## config.mk

```make
export PLATFORM = sky130hd
export DESIGN_NAME = shell_redirect_extractor
export DESIGN_NICKNAME = d
export VERILOG_FILES = /design/src/rtl/srx_pkg.sv /design/src/rtl/srx_parse.sv /design/src/rtl/shell_redirect_extractor.sv
export SDC_FILE = /design/constraint.sdc
export NUM_CORES = 1
export LEC_CHECK = 0
export BUFFER_PORTS_ARGS = -buffer_cell sky130_fd_sc_hd__buf_2
export CORE_MARGIN = 3
export CORE_UTILIZATION = 31
export CTS_BUF_LIST = sky130_fd_sc_hd__clkbuf_8
export CTS_CLUSTER_SIZE = 20
export DETAILED_ROUTE_END_ITERATION = 16
export GPL_ROUTABILITY_DRIVEN = 0
export SKIP_CTS_REPAIR_TIMING = 1
export SLEW_MARGIN = 20
export SYNTH_ARGS = -nofsm -noshare
export SYNTH_HDL_FRONTEND = slang
export SYNTH_HIERARCHICAL = 1
export SYNTH_SLANG_ARGS = --single-unit
```

## constraint.sdc

```tcl
create_clock -name aclk -period 2.4 [get_ports aclk]
set_input_delay 0 -clock aclk [delete_from_list [all_inputs] [get_ports aclk]]
set_output_delay 0 -clock aclk [all_outputs]
set_load 0.1 [all_outputs]
```

## src/rtl/srx_pkg.sv

```systemverilog
package srx_pkg;

    localparam int NAME_MAX_BYTES = 256;
    localparam int LEN_W          = $clog2(NAME_MAX_BYTES);
    localparam int INDEX_W        = 8;

    localparam logic [7:0] CHAR_SPACE = 8'h20;
    localparam logic [7:0] CHAR_TAB   = 8'h09;
    localparam logic [7:0] CHAR_LT    = 8'h3C;
    localparam logic [7:0] CHAR_GT    = 8'h3E;
    localparam logic [7:0] CHAR_PIPE  = 8'h7C;
    localparam logic [7:0] CHAR_DQ    = 8'h22;
    localparam logic [7:0] CHAR_SQ    = 8'h27;

    localparam logic [LEN_W-1:0]   LEN_LIMIT = LEN_W'(NAME_MAX_BYTES - 1);
    localparam logic [INDEX_W-1:0] INDEX_SAT = '1;

    localparam logic [1:0] OMODE_NONE     = 2'd0;
    localparam logic [1:0] OMODE_TRUNCATE = 2'd1;
    localparam logic [1:0] OMODE_APPEND   = 2'd2;

    typedef struct packed {
        logic [7:0] line_char;
        logic       end_of_line;
    } srx_in_t;

    typedef struct packed {
        logic [7:0]         out_char;
        logic               name_valid;
        logic               name_target;
        logic [INDEX_W-1:0] name_index;
        logic               line_done;
        logic               parse_error;
        logic               input_mode;
        logic [1:0]         output_mode;
    } srx_out_t;

    function automatic logic [INDEX_W-1:0] sat_index(logic [LEN_W-1:0] len);
        logic [31:0] len32;
        len32 = 32'(len);
        if (len32 > 32'(INDEX_SAT)) begin
            return INDEX_SAT;
        end
        return len32[INDEX_W-1:0];
    endfunction

endpackage

```

## src/rtl/srx_parse.sv

```systemverilog
module srx_parse (
    input  logic             aclk,
    input  logic             aresetn,
    input  logic             step,
    input  srx_pkg::srx_in_t in_beat,
    output srx_pkg::srx_out_t out_beat
);
    import srx_pkg::*;

    typedef enum logic [5:0] {
        PH_NORMAL   = 6'b000001,
        PH_AFTER_GT = 6'b000010,
        PH_SKIP     = 6'b000100,
        PH_BARE     = 6'b001000,
        PH_QUOTED   = 6'b010000,
        PH_ERROR    = 6'b100000
    } phase_t;

    phase_t           phase_reg, phase_next;
    logic             qopen_reg, qopen_next;
    logic             qdq_reg, qdq_next;
    logic             tgt_reg, tgt_next;
    logic             app_reg, app_next;
    logic [LEN_W-1:0] len_reg, len_next;
    logic             imode_reg, imode_next;
    logic [1:0]       omode_reg, omode_next;
    logic             err_reg, err_next;

    logic [7:0] c;
    logic       is_blank, is_quote, is_op, closes_quote;
    logic       do_skip, do_normal, do_store;

    assign c        = in_beat.line_char;
    assign is_blank = c inside {CHAR_SPACE, CHAR_TAB};
    assign is_quote = c inside {CHAR_DQ, CHAR_SQ};
    assign is_op    = c inside {CHAR_LT, CHAR_GT, CHAR_PIPE};
    assign closes_quote = qopen_reg && (qdq_reg ? (c == CHAR_DQ) : (c == CHAR_SQ));

    always_comb begin
        phase_next = phase_reg;
        qopen_next = qopen_reg;
        qdq_next   = qdq_reg;
        tgt_next   = tgt_reg;
        app_next   = app_reg;
        len_next   = len_reg;
        imode_next = imode_reg;
        omode_next = omode_reg;
        err_next   = err_reg;
        do_skip    = 1'b0;
        do_normal  = 1'b0;
        do_store   = 1'b0;
        out_beat   = '0;
        out_beat.out_char = c;

        case (phase_reg)
            PH_AFTER_GT: begin
                phase_next = PH_SKIP;
                if (c == CHAR_GT) begin
                    out_beat.out_char = CHAR_SPACE;
                    app_next          = 1'b1;
                end else begin
                    do_skip = 1'b1;
                end
            end
            PH_SKIP: begin
                do_skip = 1'b1;
            end
            PH_BARE: begin
                if (is_blank || is_op) begin
                    if (tgt_reg) begin
                        omode_next = app_reg ? OMODE_APPEND : OMODE_TRUNCATE;
                    end else begin
                        imode_next = 1'b1;
                    end
                    phase_next = PH_NORMAL;
                    do_normal  = 1'b1;
                end else begin
                    do_store = 1'b1;
                end
            end
            PH_QUOTED: begin
                if (closes_quote) begin
                    qopen_next = 1'b0;
                    if (len_reg == '0) begin
                        err_next   = 1'b1;
                        phase_next = PH_ERROR;
                    end else begin
                        out_beat.out_char = CHAR_SPACE;
                        if (tgt_reg) begin
                            omode_next = app_reg ? OMODE_APPEND : OMODE_TRUNCATE;
                        end else begin
                            imode_next = 1'b1;
                        end
                        phase_next = PH_NORMAL;
                    end
                end else begin
                    do_store = 1'b1;
                end
            end
            PH_ERROR: begin
            end
            default: begin
                phase_next = PH_NORMAL;
                do_normal  = 1'b1;
            end
        endcase

        if (do_skip) begin
            if (is_blank) begin
                out_beat.out_char = CHAR_SPACE;
            end else if (is_quote) begin
                out_beat.out_char = CHAR_SPACE;
                qopen_next = 1'b1;
                qdq_next   = (c == CHAR_DQ);
                len_next   = '0;
                phase_next = PH_QUOTED;
            end else if (is_op) begin
                err_next   = 1'b1;
                phase_next = PH_ERROR;
                qopen_next = 1'b0;
            end else begin
                phase_next = PH_BARE;
                out_beat.out_char    = CHAR_SPACE;
                out_beat.name_valid  = 1'b1;
                out_beat.name_target = tgt_reg;
                out_beat.name_index  = '0;
                len_next = LEN_W'(1);
            end
        end

        if (do_store) begin
            out_beat.out_char = CHAR_SPACE;
            if (len_reg < LEN_LIMIT) begin
                out_beat.name_valid  = 1'b1;
                out_beat.name_target = tgt_reg;
                out_beat.name_index  = sat_index(len_reg);
                len_next = len_reg + LEN_W'(1);
            end
        end

        if (do_normal) begin
            if (qopen_reg) begin
                if (closes_quote) begin
                    qopen_next = 1'b0;
                end
            end else if (is_quote) begin
                qopen_next = 1'b1;
                qdq_next   = (c == CHAR_DQ);
            end else if (c == CHAR_GT || c == CHAR_LT) begin
                out_beat.out_char = CHAR_SPACE;
                tgt_next   = (c == CHAR_GT);
                app_next   = 1'b0;
                len_next   = '0;
                phase_next = (c == CHAR_GT) ? PH_AFTER_GT : PH_SKIP;
            end
        end

        if (in_beat.end_of_line) begin
            if (phase_next == PH_AFTER_GT || phase_next == PH_SKIP ||
                (phase_next == PH_QUOTED && len_next == '0)) begin
                err_next = 1'b1;
            end else if (phase_next == PH_BARE || phase_next == PH_QUOTED) begin
                if (tgt_next) begin
                    omode_next = app_next ? OMODE_APPEND : OMODE_TRUNCATE;
                end else begin
                    imode_next = 1'b1;
                end
            end
            out_beat.line_done   = 1'b1;
            out_beat.parse_error = err_next;
            out_beat.input_mode  = imode_next;
            out_beat.output_mode = omode_next;
            phase_next = PH_NORMAL;
            qopen_next = 1'b0;
            qdq_next   = 1'b0;
            tgt_next   = 1'b0;
            app_next   = 1'b0;
            len_next   = '0;
            imode_next = 1'b0;
            omode_next = OMODE_NONE;
            err_next   = 1'b0;
        end
    end

    always_ff @(posedge aclk) begin
        if (!aresetn) begin
            phase_reg <= PH_NORMAL;
            qopen_reg <= 1'b0;
            qdq_reg   <= 1'b0;
            tgt_reg   <= 1'b0;
            app_reg   <= 1'b0;
            len_reg   <= '0;
            imode_reg <= 1'b0;
            omode_reg <= OMODE_NONE;
            err_reg   <= 1'b0;
        end else if (step) begin
            phase_reg <= phase_next;
            qopen_reg <= qopen_next;
            qdq_reg   <= qdq_next;
            tgt_reg   <= tgt_next;
            app_reg   <= app_next;
            len_reg   <= len_next;
            imode_reg <= imode_next;
            omode_reg <= omode_next;
            err_reg   <= err_next;
        end
    end

endmodule

```

## src/rtl/shell_redirect_extractor.sv

```systemverilog
// Byte-serial shell redirect extractor. Each input beat is one byte of a
// command line; each yields exactly one result beat, in order. A byte enters
// an input register, is parsed against the quote/redirect state, and lands
// in a result register, so the block sustains one byte per clock unless
// m_ready stalls; the parser state, updated as each byte is parsed, sets
// that rate. Stalls on m_ready back up into s_ready without loss.
// The result of the end_of_line byte carries line_done with the final error
// flag and redirect modes, and the parser state clears for the next line.
module shell_redirect_extractor (
    input  logic              aclk,
    input  logic              aresetn,
    input  logic              s_valid,
    output logic              s_ready,
    input  srx_pkg::srx_in_t  s_data,
    output logic              m_valid,
    input  logic              m_ready,
    output srx_pkg::srx_out_t m_data
);
    import srx_pkg::*;

    logic     in_valid_reg, in_valid_next;
    srx_in_t  in_beat_reg, in_beat_next;
    logic     out_valid_reg, out_valid_next;
    srx_out_t out_beat_reg, out_beat_next;
    srx_out_t parse_beat;
    logic     advance, step;

    assign advance = !out_valid_reg || m_ready;
    assign s_ready = !in_valid_reg || advance;
    assign step    = in_valid_reg && advance;

    srx_parse u_parse (
        .aclk     (aclk),
        .aresetn  (aresetn),
        .step     (step),
        .in_beat  (in_beat_reg),
        .out_beat (parse_beat)
    );

    always_comb begin
        in_valid_next  = in_valid_reg;
        in_beat_next   = in_beat_reg;
        out_valid_next = out_valid_reg;
        out_beat_next  = out_beat_reg;
        if (s_ready) begin
            in_valid_next = s_valid;
            in_beat_next  = s_data;
        end
        if (advance) begin
            out_valid_next = in_valid_reg;
            out_beat_next  = parse_beat;
        end
    end

    always_ff @(posedge aclk) begin
        if (!aresetn) begin
            in_valid_reg  <= 1'b0;
            out_valid_reg <= 1'b0;
        end else begin
            in_valid_reg  <= in_valid_next;
            out_valid_reg <= out_valid_next;
        end
    end

    always_ff @(posedge aclk) begin
        in_beat_reg  <= in_beat_next;
        out_beat_reg <= out_beat_next;
    end

    assign m_valid = out_valid_reg;
    assign m_data  = out_beat_reg;

    a_name_blanked: assert property (@(posedge aclk) disable iff (!aresetn)
        m_valid && m_data.name_valid |-> m_data.out_char == CHAR_SPACE)
        else $error("filename beat not blanked");

    a_summary_on_done: assert property (@(posedge aclk) disable iff (!aresetn)
        m_valid && !m_data.line_done |->
            !m_data.parse_error && !m_data.input_mode && m_data.output_mode == OMODE_NONE)
        else $error("summary fields set on a non-final beat");

    a_omode_legal: assert property (@(posedge aclk) disable iff (!aresetn)
        m_valid |-> m_data.output_mode != 2'd3)
        else $error("illegal output mode");

    a_stall_holds_input: assert property (@(posedge aclk) disable iff (!aresetn)
        in_valid_reg && !advance |=> in_valid_reg && $stable(in_beat_reg))
        else $error("input register lost a byte under stall");

endmodule

```

==> results of run 1 <==
[metal layers]
metal,up-vias,wire [um]
met4,0,228
met1,1463,4100
met3,21,446
li1,1517,-
met2,101,4680
met5,-,0
[area by class of cell]
type | count | share of cell area (%)
inverter | 14 | 1.11
sequential | 56 | 30.5
timing repair buffer | 142 | 22.0
tap | 133 | 3.52
clock inverter | 3 | 0.793
clock buffer | 5 | 1.45
multi-input combinational | 252 | 40.6
[placed cells by master, fill, tap and decap left out, types with 4 or more instances in the layout]
| cell | n |
|---|---|
| nor3_1 | 9 |
| nand2_2 | 4 |
| o21ai_2 | 4 |
| dfxtp_1 | 22 |
| buf_6 | 8 |
| clkbuf_8 | 5 |
| a21oi_1 | 11 |
| o21ai_0 | 15 |
| nor2b_1 | 8 |
| dlygate4sd3_1 | 10 |
| o211ai_1 | 7 |
| o21a_1 | 6 |
| nand2_1 | 26 |
| a21oi_2 | 5 |
| buf_2 | 37 |
| buf_4 | 86 |
| and2_1 | 21 |
| o22ai_1 | 5 |
| edfxtp_1 | 32 |
| inv_1 | 13 |
| nor2_1 | 24 |
| nand3_1 | 9 |
[power breakdown]
group	switching, uW	internal [uW]
Sequential	17.1	1040
Combinational	230	81.5
Clock	309	305
[worst paths after layout]
check                           slack (ns)                end  depth (start not counted)
worst min-delay path                 0.004            m_valid                          3
worst min register to register        0.48  u_parse/imode_reg                          2
worst max-delay path                 -0.44          m_data[1]                          8
worst max register to register       -0.44          m_data[1]                          8
[worst max-delay path: cells and delay by family (launching register included)]
family,cells,cell delay [ns]
AO/OA/AOI/OAI,4,0.89
AND/OR/NAND/NOR,3,1.26
multiplexers,1,0.21
flip-flops,1,0.33
[stage by stage]
stage	hold WS, ns	instances	setup slack (ns)	util (%)
after global placement	0.178	581	-0.425	42.2
final	0.00361	605	-0.436	48.0
after CTS	-0.166	589	-0.499	43.3
after global routing	0.00317	605	-0.518	48.0
after floorplan	0.0989	337	-0.292	-
after detailed placement	0.179	581	-0.474	42.2
[cell families after synthesis]
logic type	after synthesis	synth area share, %
multiplexers	6	2.01
AO/OA/AOI/OAI	97	21.6
AND/OR/NAND/NOR	146	26.0
XOR/XNOR	1	0.276
buffers and inverters	29	3.82
adder cells (fa/ha/maj)	2	0.789
flip-flops	56	45.4
==> summary.md, run 1 <==
| Metric | Value |
|---|---|
| Status | finished, violations left |
| Failing checks | setup timing |
| Die width | 107 um |
| Fin crit share | 118% |
| Clk sinks | 56 |
| First-pass GRT wire length | 14400 um |
| Syn nets | 352 |
| Max Cap Viol | 0 |
| Tot GR Track Use | 15.9% |
| Worst reg2reg path startpoint | u_parse/phase_reg[2] |
| I/O pins | 38 |
| Final setup fails | 17 |
| Worst hold start | m_ready |
| Fillcell total | 929 |
| Router iterations before antenna repair | 7 |
| Vias in the first global route | 2960 |
| CP Class | flip-flop to flip-flop |
| CTS tree | yes |
| Register area | 0.00144 mm2 |
| DPL Wire Length | 6900 um |
| Final nets | 486 |
| Worst clock skew | 0.00649 ns |
| Initial Util | 32.2% |
| Max clock buf depth | 2 |
| N_diodes | 0 |
| Met1 Resource Use GR | 20.0% |
| Post-DP Area | 0.00417 mm2 |
| Leak Pwr | 0.00193 uW |
| Worst-margin pin slew | 0.525 ns |
| WL/cell | 15.6 um |
| Share of the synthesized area in the top cell type | 30.3% |
| Share of the yosys chip area belonging to registers | 45.4% |
| Hold crit path type | primary input to flip-flop |
| Share of cells above drive strength 1 | 43.2% |
| Count leader, synth | edfxtp_1 |
| Yosys cell types | 70 |
| Area of the multi-input gates | 0.00192 mm2 |
| Final Hold Viols | 0 |
| Ys flop type | edfxtp_1 |
| Number of flops mapped to enable cells by yosys | 32 |
| Mapped Area | 0.00317 mm2 |
| CTS Buf Count | 5 |
| GRT Residual Overflow | 0 |
| Worst setup margin | -0.436 ns |
| Startpoint types | flip-flop |
| Initial antenna violation count | 0 |
| Synthesized instance count | 337 |
| Crit-path slowest cell | or4_4 |
| Worst-path maximum fanout | 8 |
| Peak supply drop | 0.193 mV |
| Seq cells post-synth | 56 |
| Drt total wl | 9450 um |
| Clk_lat worst skew | 0.32 ns |
| Largest net degree at the start of global routing | 25 |
| Vias per cell | 5.13 |
| CORE AREA | 0.00986 mm2 |
| Top post-synthesis cells by count | edfxtp_1 (32), nand2_1 (31), nor2_1 (27) |
| H-tree levels | 2 |
| Worst endpoint required time | 2.57 ns |
| Post-route cell area | 0.00473 mm2 |
| Met2 usage | 27.4% |
| Crit path launch | u_parse/phase_reg[2] |
| Crit path capture type | flip-flop |
| Warnings, synthesis | 6 |
| Reg clk slew, reported paths | 0.10 ns |
| DR iter-0 viols | 210 |
| Crit path DAT | 3.00 ns |
| Setup TNS Final | -2.46 ns |
| Avg Inst Size Synth | 9.42 um2 |
| Relative slew slack | 64.1% |
| Cell Chain, Critical Path | or4_4, or3_4, a31o_4, a211oi_2, o32a_1, nor4bb_4, a21o_1, mux2i_1 |
| Pwr per Cell Area | 419 mW/mm2 |
| Max reg flops | 23 |
| Routed vias | 3102 |
| Min Tclk post-route | 2.84 ns |
| F_max | 353 MHz |
| RSZ-0062 raised after global routing | yes |
| CTS root buf | clkbuf_8 |
| Total power draw | 1980 uW |
| DRC viols | 0 |
| Synth top area cells | edfxtp_1 (30%), dfxtp_1 (15%), and2_1 (4.3%) |
| Ys async rst share | 0% |
| Slew Viols, Final | 0 |
| Met3 Usage GRT | 2.53% |
| Global routing's busiest layer | met2 |
| Die area | 0.0115 mm2 |
| Largest stage delay on the critical path | 0.53 ns |
| Synth area leader | edfxtp_1 |
| Port buffer count | 37 |
| Area Growth Syn to Fin | 49.2% |
| # rows | 36 |
| Die Ht | 107 um |
| Final antenna-violating net count | 0 |
Note: power is estimated with default switching activity, not from simulation.
==> run 2, diff against run 1 <==
Settings changed: RECOVER_POWER set to 100.
==> run 2 against run 1 <==
Against the previous run: the run still ends with setup timing left; sequential share of layout area up 0.32 points; register-to-register slack about the same; via count about the same; maximum frequency up 0.44%; largest power group unchanged; highest routed layer unchanged.
==> summary.md, run 2 (same netlist as run 1, synthesis figures left out) <==
| Metric | Value |
|---|---|
| Max reg flops | 23 (unchanged) |
| Status | finished, violations left |
| CTS tree | yes |
| Clk_lat worst skew | 0.32 ns (about the same) |
| Final setup fails | 22 (+5) |
| CTS root buf | clkbuf_8 |
| Initial Util | 32.2% (unchanged) |
| Port buffer count | 37 (unchanged) |
| Met2 usage | 27.4% (unchanged) |
| Crit path launch | u_parse/phase_reg[2] |
| Worst-path maximum fanout | 8 (unchanged) |
| First-pass GRT wire length | 14400 um (unchanged) |
| Relative slew slack | 4.54% (-60 points) |
| Fin crit share | 118% (-0.52 points) |
| Drt total wl | 9470 um (+0.19%) |
| Die width | 107 um (unchanged) |
| Max Cap Viol | 0 (unchanged) |
| Failing checks | setup timing |
| Area Growth Syn to Fin | 47.5% |
| Final Hold Viols | 0 (unchanged) |
| Hold crit path type | primary input to flip-flop |
| Routed vias | 3100 (-0.064%) |
| Largest stage delay on the critical path | 0.53 ns (about the same) |
| Final antenna-violating net count | 0 (unchanged) |
| Slew Viols, Final | 0 (unchanged) |
| CORE AREA | 0.00986 mm2 (unchanged) |
| Die area | 0.0115 mm2 (unchanged) |
| Peak supply drop | 0.194 mV (about the same) |
| DRC viols | 0 (unchanged) |
| Startpoint types | flip-flop |
| Vias in the first global route | 2960 (unchanged) |
| Largest net degree at the start of global routing | 25 (unchanged) |
| # rows | 36 (unchanged) |
| Total power draw | 1980 uW (-0.25%) |
| Final nets | 486 (unchanged) |
| FF-to-FF path depth | 8 (unchanged) |
| Leak Pwr | 0.00184 uW (-4.8%) |
| Post-route cell area | 0.00468 mm2 (-1.1%) |
| Pwr per Cell Area | 423 mW/mm2 (+0.89%) |
| Tot GR Track Use | 15.9% (unchanged) |
| Crit-path slowest cell | or4_4 |
| Crit path max-delay family | simple AND/OR/NAND/NOR gates |
| Crit. path cell count | 8 (unchanged) |
| CTS Buf Count | 5 (unchanged) |
| N_diodes | 0 (unchanged) |
| DR iter-0 viols | 227 (+8.1%) |
| Global routing's busiest layer | met2 |
| Worst setup margin | -0.423 ns (+0.0124 ns) |
| Min Tclk post-route | 2.82 ns (-0.0124 ns) |
| Worst-margin pin slew | 1.43 ns (+0.907 ns) |
| Fillcell total | 943 (+1.5%) |
| Share of cells above drive strength 1 | 37.1% (-6.1 points) |
| Router iterations before antenna repair | 5 (-2) |
| DPL Wire Length | 6900 um (unchanged) |
| Hold WS | 0.00957 ns (+0.00597 ns) |
| Commonest cells after routing, fill and taps aside | buf_4 (85), edfxtp_1 (32), nand2_1 (26), clkbuf_1 (25), nor2_1 (24) |
| WP buf/inv | 0 (unchanged) |
| H-tree levels | 2 (unchanged) |
| Max clock buf depth | 2 (unchanged) |
| GRT Residual Overflow | 0 (unchanged) |
| CP Class | flip-flop to flip-flop |
| Worst setup path endpoint | m_data[1] |
| Worst r2r dst | m_data[1] |
| I/O pins | 38 (unchanged) |
| Cell Chain, Critical Path | or4_4, or3_4, a31o_4, a211oi_2, o32a_1, nor4bb_4, a21o_1, mux2i_1 |
| Crit path DAT | 3.00 ns (about the same) |
| Setup slack, reg-to-reg | -0.42 ns (about the same) |
| Hold depth | 3 (unchanged) |
| Die Ht | 107 um (unchanged) |
| Worst reg2reg path startpoint | u_parse/phase_reg[2] |
| Commonest non-fill, non-tap cell in the layout | buf_4 |
| Post-DP Area | 0.00417 mm2 (unchanged) |
| F_max | 354 MHz (+0.44%) |
| Vias per cell | 5.12 (about the same) |
| Worst endpoint required time | 2.57 ns (about the same) |
| Crit path capture type | flip-flop |
| Met1 Resource Use GR | 20.0% (unchanged) |
| Clk sinks | 56 (unchanged) |
| RSZ-0062 raised after global routing | yes |
| Initial antenna violation count | 0 (unchanged) |
| Reg clk slew, reported paths | 0.10 ns (about the same) |
| Met3 Usage GRT | 2.53% (unchanged) |
| WL/cell | 15.7 um (+0.19%) |
| Worst clock skew | 0.00654 ns (+0.0000471 ns) |
[run 2: worst min-delay path by stage]
stage | from | to | slack, ns
6_report | m_ready | m_valid | 0.01
5_1_grt | m_ready | m_valid | 0.01
4_1_cts | s_data[3] | in_beat_reg[3] | -0.17
3_5_place_dp | s_data[3] | in_beat_reg[3] | 0.18
3_3_place_gp | s_data[0] | in_beat_reg[0] | 0.18
2_1_floorplan | s_data[0] | in_beat_reg[0] | 0.1
[run 2: per-layer routing]
metal  vias to the layer above  wire length (um)  part of all wire, %
met4                         0               250                  2.6
met5                         -                 0                    0
met2                       107              4660                   49
li1                       1516                 -                    -
met1                      1455              4100                   43
met3                        22               452                  4.8
[run 2: power by group]
part	switching (uW)	leakage, uW	internal [uW]
combinational	230	0.00123	74.4
clock	310	0.0000532	305
sequential	17.8	0.000550	1040
total	558	0.00184	1420
[run 2: cell type report]
type                            instances  area [um2]  share of cell area (%)
Multi-Input combinational cell        252        1900                    40.7
Sequential cell                        56        1440                    30.8
Timing Repair Buffer                  142        1010                    21.5
Tap cell                              133         166                    3.56
Clock buffer                            5        68.8                    1.47
Inverter                               14        52.6                    1.12
Clock inverter                          3        37.5                   0.802
[run 2: through the flow]
stage | util [%] | TNS, ns | std cells | setup slack (ns)
6_report | 47.4 | -3.05 | 605 | -0.423
5_1_grt | 47.4 | -6.19 | 605 | -0.518
4_1_cts | 43.3 | -7.15 | 589 | -0.499
3_5_place_dp | 42.2 | -5.89 | 581 | -0.474
3_3_place_gp | 42.2 | -5.04 | 581 | -0.425
2_1_floorplan | - | -1.09 | 337 | -0.292
[run 2: worst reg2reg max path, cell delays in order, from the launching register on]
cell	delay [ns]
dfxtp_2	0.33
or4_4	0.53
or3_4	0.38
a31o_4	0.28
a211oi_2	0.19
o32a_1	0.21
nor4bb_4	0.35
a21o_1	0.21
mux2i_1	0.20
==> run 3, diff against run 2 <==
Clock period 2.4 ns to 2.5 ns, I/O delays scaled along.
==> run 3 against run 2 <==
Against the previous run: the run ends with capacitance limit, slew limit, setup timing left; final area down 2.5%; maximum frequency down 1.0%; register-to-register slack better by 0.07 ns; first-iteration DRC count fell by 6.2%; core utilization decreased by 1.2 points; sequential power decreased by 4%; non-clock buffer count is the same; clock skew up 0.0024 ns; critical path depth unchanged; sequential share of layout area increased by 0.80 points; global-route usage increased by 0.089 points; count of clock-buffer cells in the layout rose by 1; critical endpoint is now m_data[0]; largest power group unchanged.
==> summary.md, run 3 (same netlist as run 1, synthesis figures left out) <==
| Metric | Value |
|---|---|
| Clock power frac | 32.3% (+1.3 points) |
| I/O pins | 38 (unchanged) |
| Hold depth | 3 (unchanged) |
| Worst-margin pin slew | 1.54 ns (+0.107 ns) |
| Worst-path maximum fanout | 8 (unchanged) |
| Commonest cells after routing, fill and taps aside | buf_4 (89), edfxtp_1 (32), clkbuf_1 (26), nor2_1 (25), nand2_1 (24) |
| CORE AREA | 0.00986 mm2 (unchanged) |
| Final setup fails | 10 (-55%) |
| F_max | 351 MHz (-1.0%) |
| Crit path capture type | flip-flop |
| N_diodes | 0 (unchanged) |
| Internal power | 1390 uW (-2.0%) |
| Seq pwr share | 52.8% (-0.8 points) |
| Crit-path slowest cell | or4_4 |
| Port buffer count | 37 (unchanged) |
| Comb pwr share | 14.9% (-0.5 points) |
| Tot GR Track Use | 16.0% (+0.089 points) |
| Largest stage delay on the critical path | 0.52 ns (about the same) |
| Die Ht | 107 um (unchanged) |
| Final antenna-violating net count | 0 (unchanged) |
| Peak supply drop | 0.203 mV (+4.7%) |
| WL/cell | 15.7 um (+0.56%) |
| Max Cap Viol | 1 (+1) |
| Worst hold start | m_ready |
| Vias in the first global route | 2964 (+0.14%) |
| Hold WS | 0.0238 ns (+0.0142 ns) |
| Startpoint types | flip-flop |
| Min Tclk post-route | 2.85 ns (+0.0284 ns) |
| DR iter-0 viols | 213 (-6.2%) |
| CTS tree | yes |
| Final Hold Viols | 0 (unchanged) |
| DRC viols | 0 (unchanged) |
| Register area | 0.00144 mm2 (unchanged) |
| Fin crit share | 114% (-3.6 points) |
| Share of cells above drive strength 1 | 35.4% (-1.7 points) |
| Switch share | 27.6% (-0.53 points) |
| Routed vias | 3105 (+0.16%) |
| Leak Pwr | 0.00179 uW (-2.7%) |
| Relative slew slack | -2.57% (-7.1 points) |
| Die width | 107 um (unchanged) |
| Die area | 0.0115 mm2 (unchanged) |
| Largest net degree at the start of global routing | 29 (+16%) |
| Crit path DAT | 2.91 ns (-0.09 ns) |
| Hold crit path type | primary input to flip-flop |
| Crit path max-delay family | simple AND/OR/NAND/NOR gates |
| Final Non-Filler Cells | 605 (unchanged) |
| H-tree levels | 2 (unchanged) |
| Hold endpoint | m_valid |
| Worst reg2reg path startpoint | u_parse/phase_reg[2] |
| CTS Buf Count | 5 (unchanged) |
| Final nets | 486 (unchanged) |
| Drt total wl | 9530 um (+0.56%) |
| First-pass GRT wire length | 14800 um (+2.6%) |
| Router iterations before antenna repair | 5 (unchanged) |
| Commonest non-fill, non-tap cell in the layout | buf_4 |
| Status | finished, violations left |
| Setup slack, reg-to-reg | -0.35 ns (+0.07 ns) |
| Place WS | -0.360 ns (+0.114 ns) |
| Post-DP Area | 0.00412 mm2 (-1.1%) |
| Sw Pwr | 533 uW (-4.5%) |
| Initial antenna violation count | 0 (unchanged) |
| CP Class | flip-flop to flip-flop |
| Vias per cell | 5.13 (+0.16%) |
| Max clock buf depth | 2 (unchanged) |
| Worst clock skew | 0.00894 ns (+0.00240 ns) |
| Clk_lat worst skew | 0.31 ns (about the same) |
| Reg clk slew, reported paths | 0.10 ns (about the same) |
| DPL Wire Length | 6830 um (-1.0%) |
| Max reg flops | 23 (unchanged) |
| Area of the multi-input gates | 0.00180 mm2 (-5.5%) |
| Clk sinks | 56 (unchanged) |
| DP Cell Count | 578 (-0.52%) |
| GRT Residual Overflow | 0 (unchanged) |
| Slew Viols, Final | 25 (+25) |
| Pwr per Cell Area | 423 mW/mm2 (-0.14%) |
| RSZ-0062 raised after global routing | yes |
| Initial Util | 32.2% (unchanged) |
| CTS root buf | clkbuf_8 |
| Cell Chain, Critical Path | or4_4, or3_4, a31o_4, a211o_1, o211ai_1, and4bb_2, a211oi_1, a211oi_2 |
| Post-route cell area | 0.00456 mm2 (-2.5%) |
| Failing checks | capacitance limit, slew limit, setup timing |
| Worst r2r dst | m_data[0] |
| Worst endpoint required time | 2.55 ns (-0.02 ns) |
| WP buf/inv | 0 (unchanged) |
| FF-to-FF path depth | 8 (unchanged) |
| # rows | 36 (unchanged) |
| Area Growth Syn to Fin | 43.7% |
| Worst setup margin | -0.352 ns (+0.0716 ns) |
| Fillcell total | 934 (-0.95%) |
run 3: final cells by class:
type | instances | area share (%)
timing repair buffer | 142 | 21.5
clock inverter | 2 | 0.741
inverter | 14 | 1.15
multi-input combinational | 252 | 39.5
tap | 133 | 3.65
sequential | 56 | 31.6
clock buffer | 6 | 1.81
run 3: power groups by stage:
stage | clock network [uW] | registers [uW] | logic [uW]
after CTS | 649 | 1020 | 269
final | 622 | 1020 | 286
after global placement | 0 | 1040 | 267
after detailed placement | 0 | 1040 | 269
after global routing | 690 | 1020 | 300
after floorplan | 0 | 1180 | 55.4
run 3: worst max-delay path by stage:
stage / start / to / slack (ns) / depth (start not counted)
2_1_floorplan: u_parse/phase_reg[2] / m_data[2] / -0.19 / 9
3_3_place_gp: u_parse/phase_reg[2] / m_data[2] / -0.30 / 8
3_5_place_dp: in_beat_reg[8] / m_data[0] / -0.36 / 10
4_1_cts: u_parse/phase_reg[2] / m_data[1] / -0.47 / 8
5_1_grt: in_beat_reg[1] / m_data[2] / -0.45 / 10
6_report: u_parse/phase_reg[2] / m_data[0] / -0.35 / 8
run 3: worst reg2reg max path, delay by kind of cell, from the launching register on:
kind | cells | cell delay [ns]
AND/OR/NAND/NOR | 3 | 1.20
flip-flops | 1 | 0.33
AO/OA/AOI/OAI | 5 | 1.06
run 3: layer usage:
layer / routed length [um] / part of all wire [%] / track usage, % / vias to the layer above
met3: 533 / 5.6 / 2.29 / 20
met5: 0 / 0 / 0 / -
met4: 224 / 2.4 / 5.39 / 0
met1: 4310 / 45 / 22.1 / 1474
met2: 4460 / 47 / 25.6 / 97
li1: - / - / - / 1514
run 3: stage by stage:
step / TNS, ns / power [uW] / utilization, %
after floorplan: -0.696 / 1240 / -
after global placement: -1.83 / 1310 / 41.8
after detailed placement: -2.60 / 1310 / 41.8
after CTS: -3.31 / 1930 / 42.9
after global routing: -3.50 / 2010 / 46.2
final: -1.50 / 1930 / 46.2
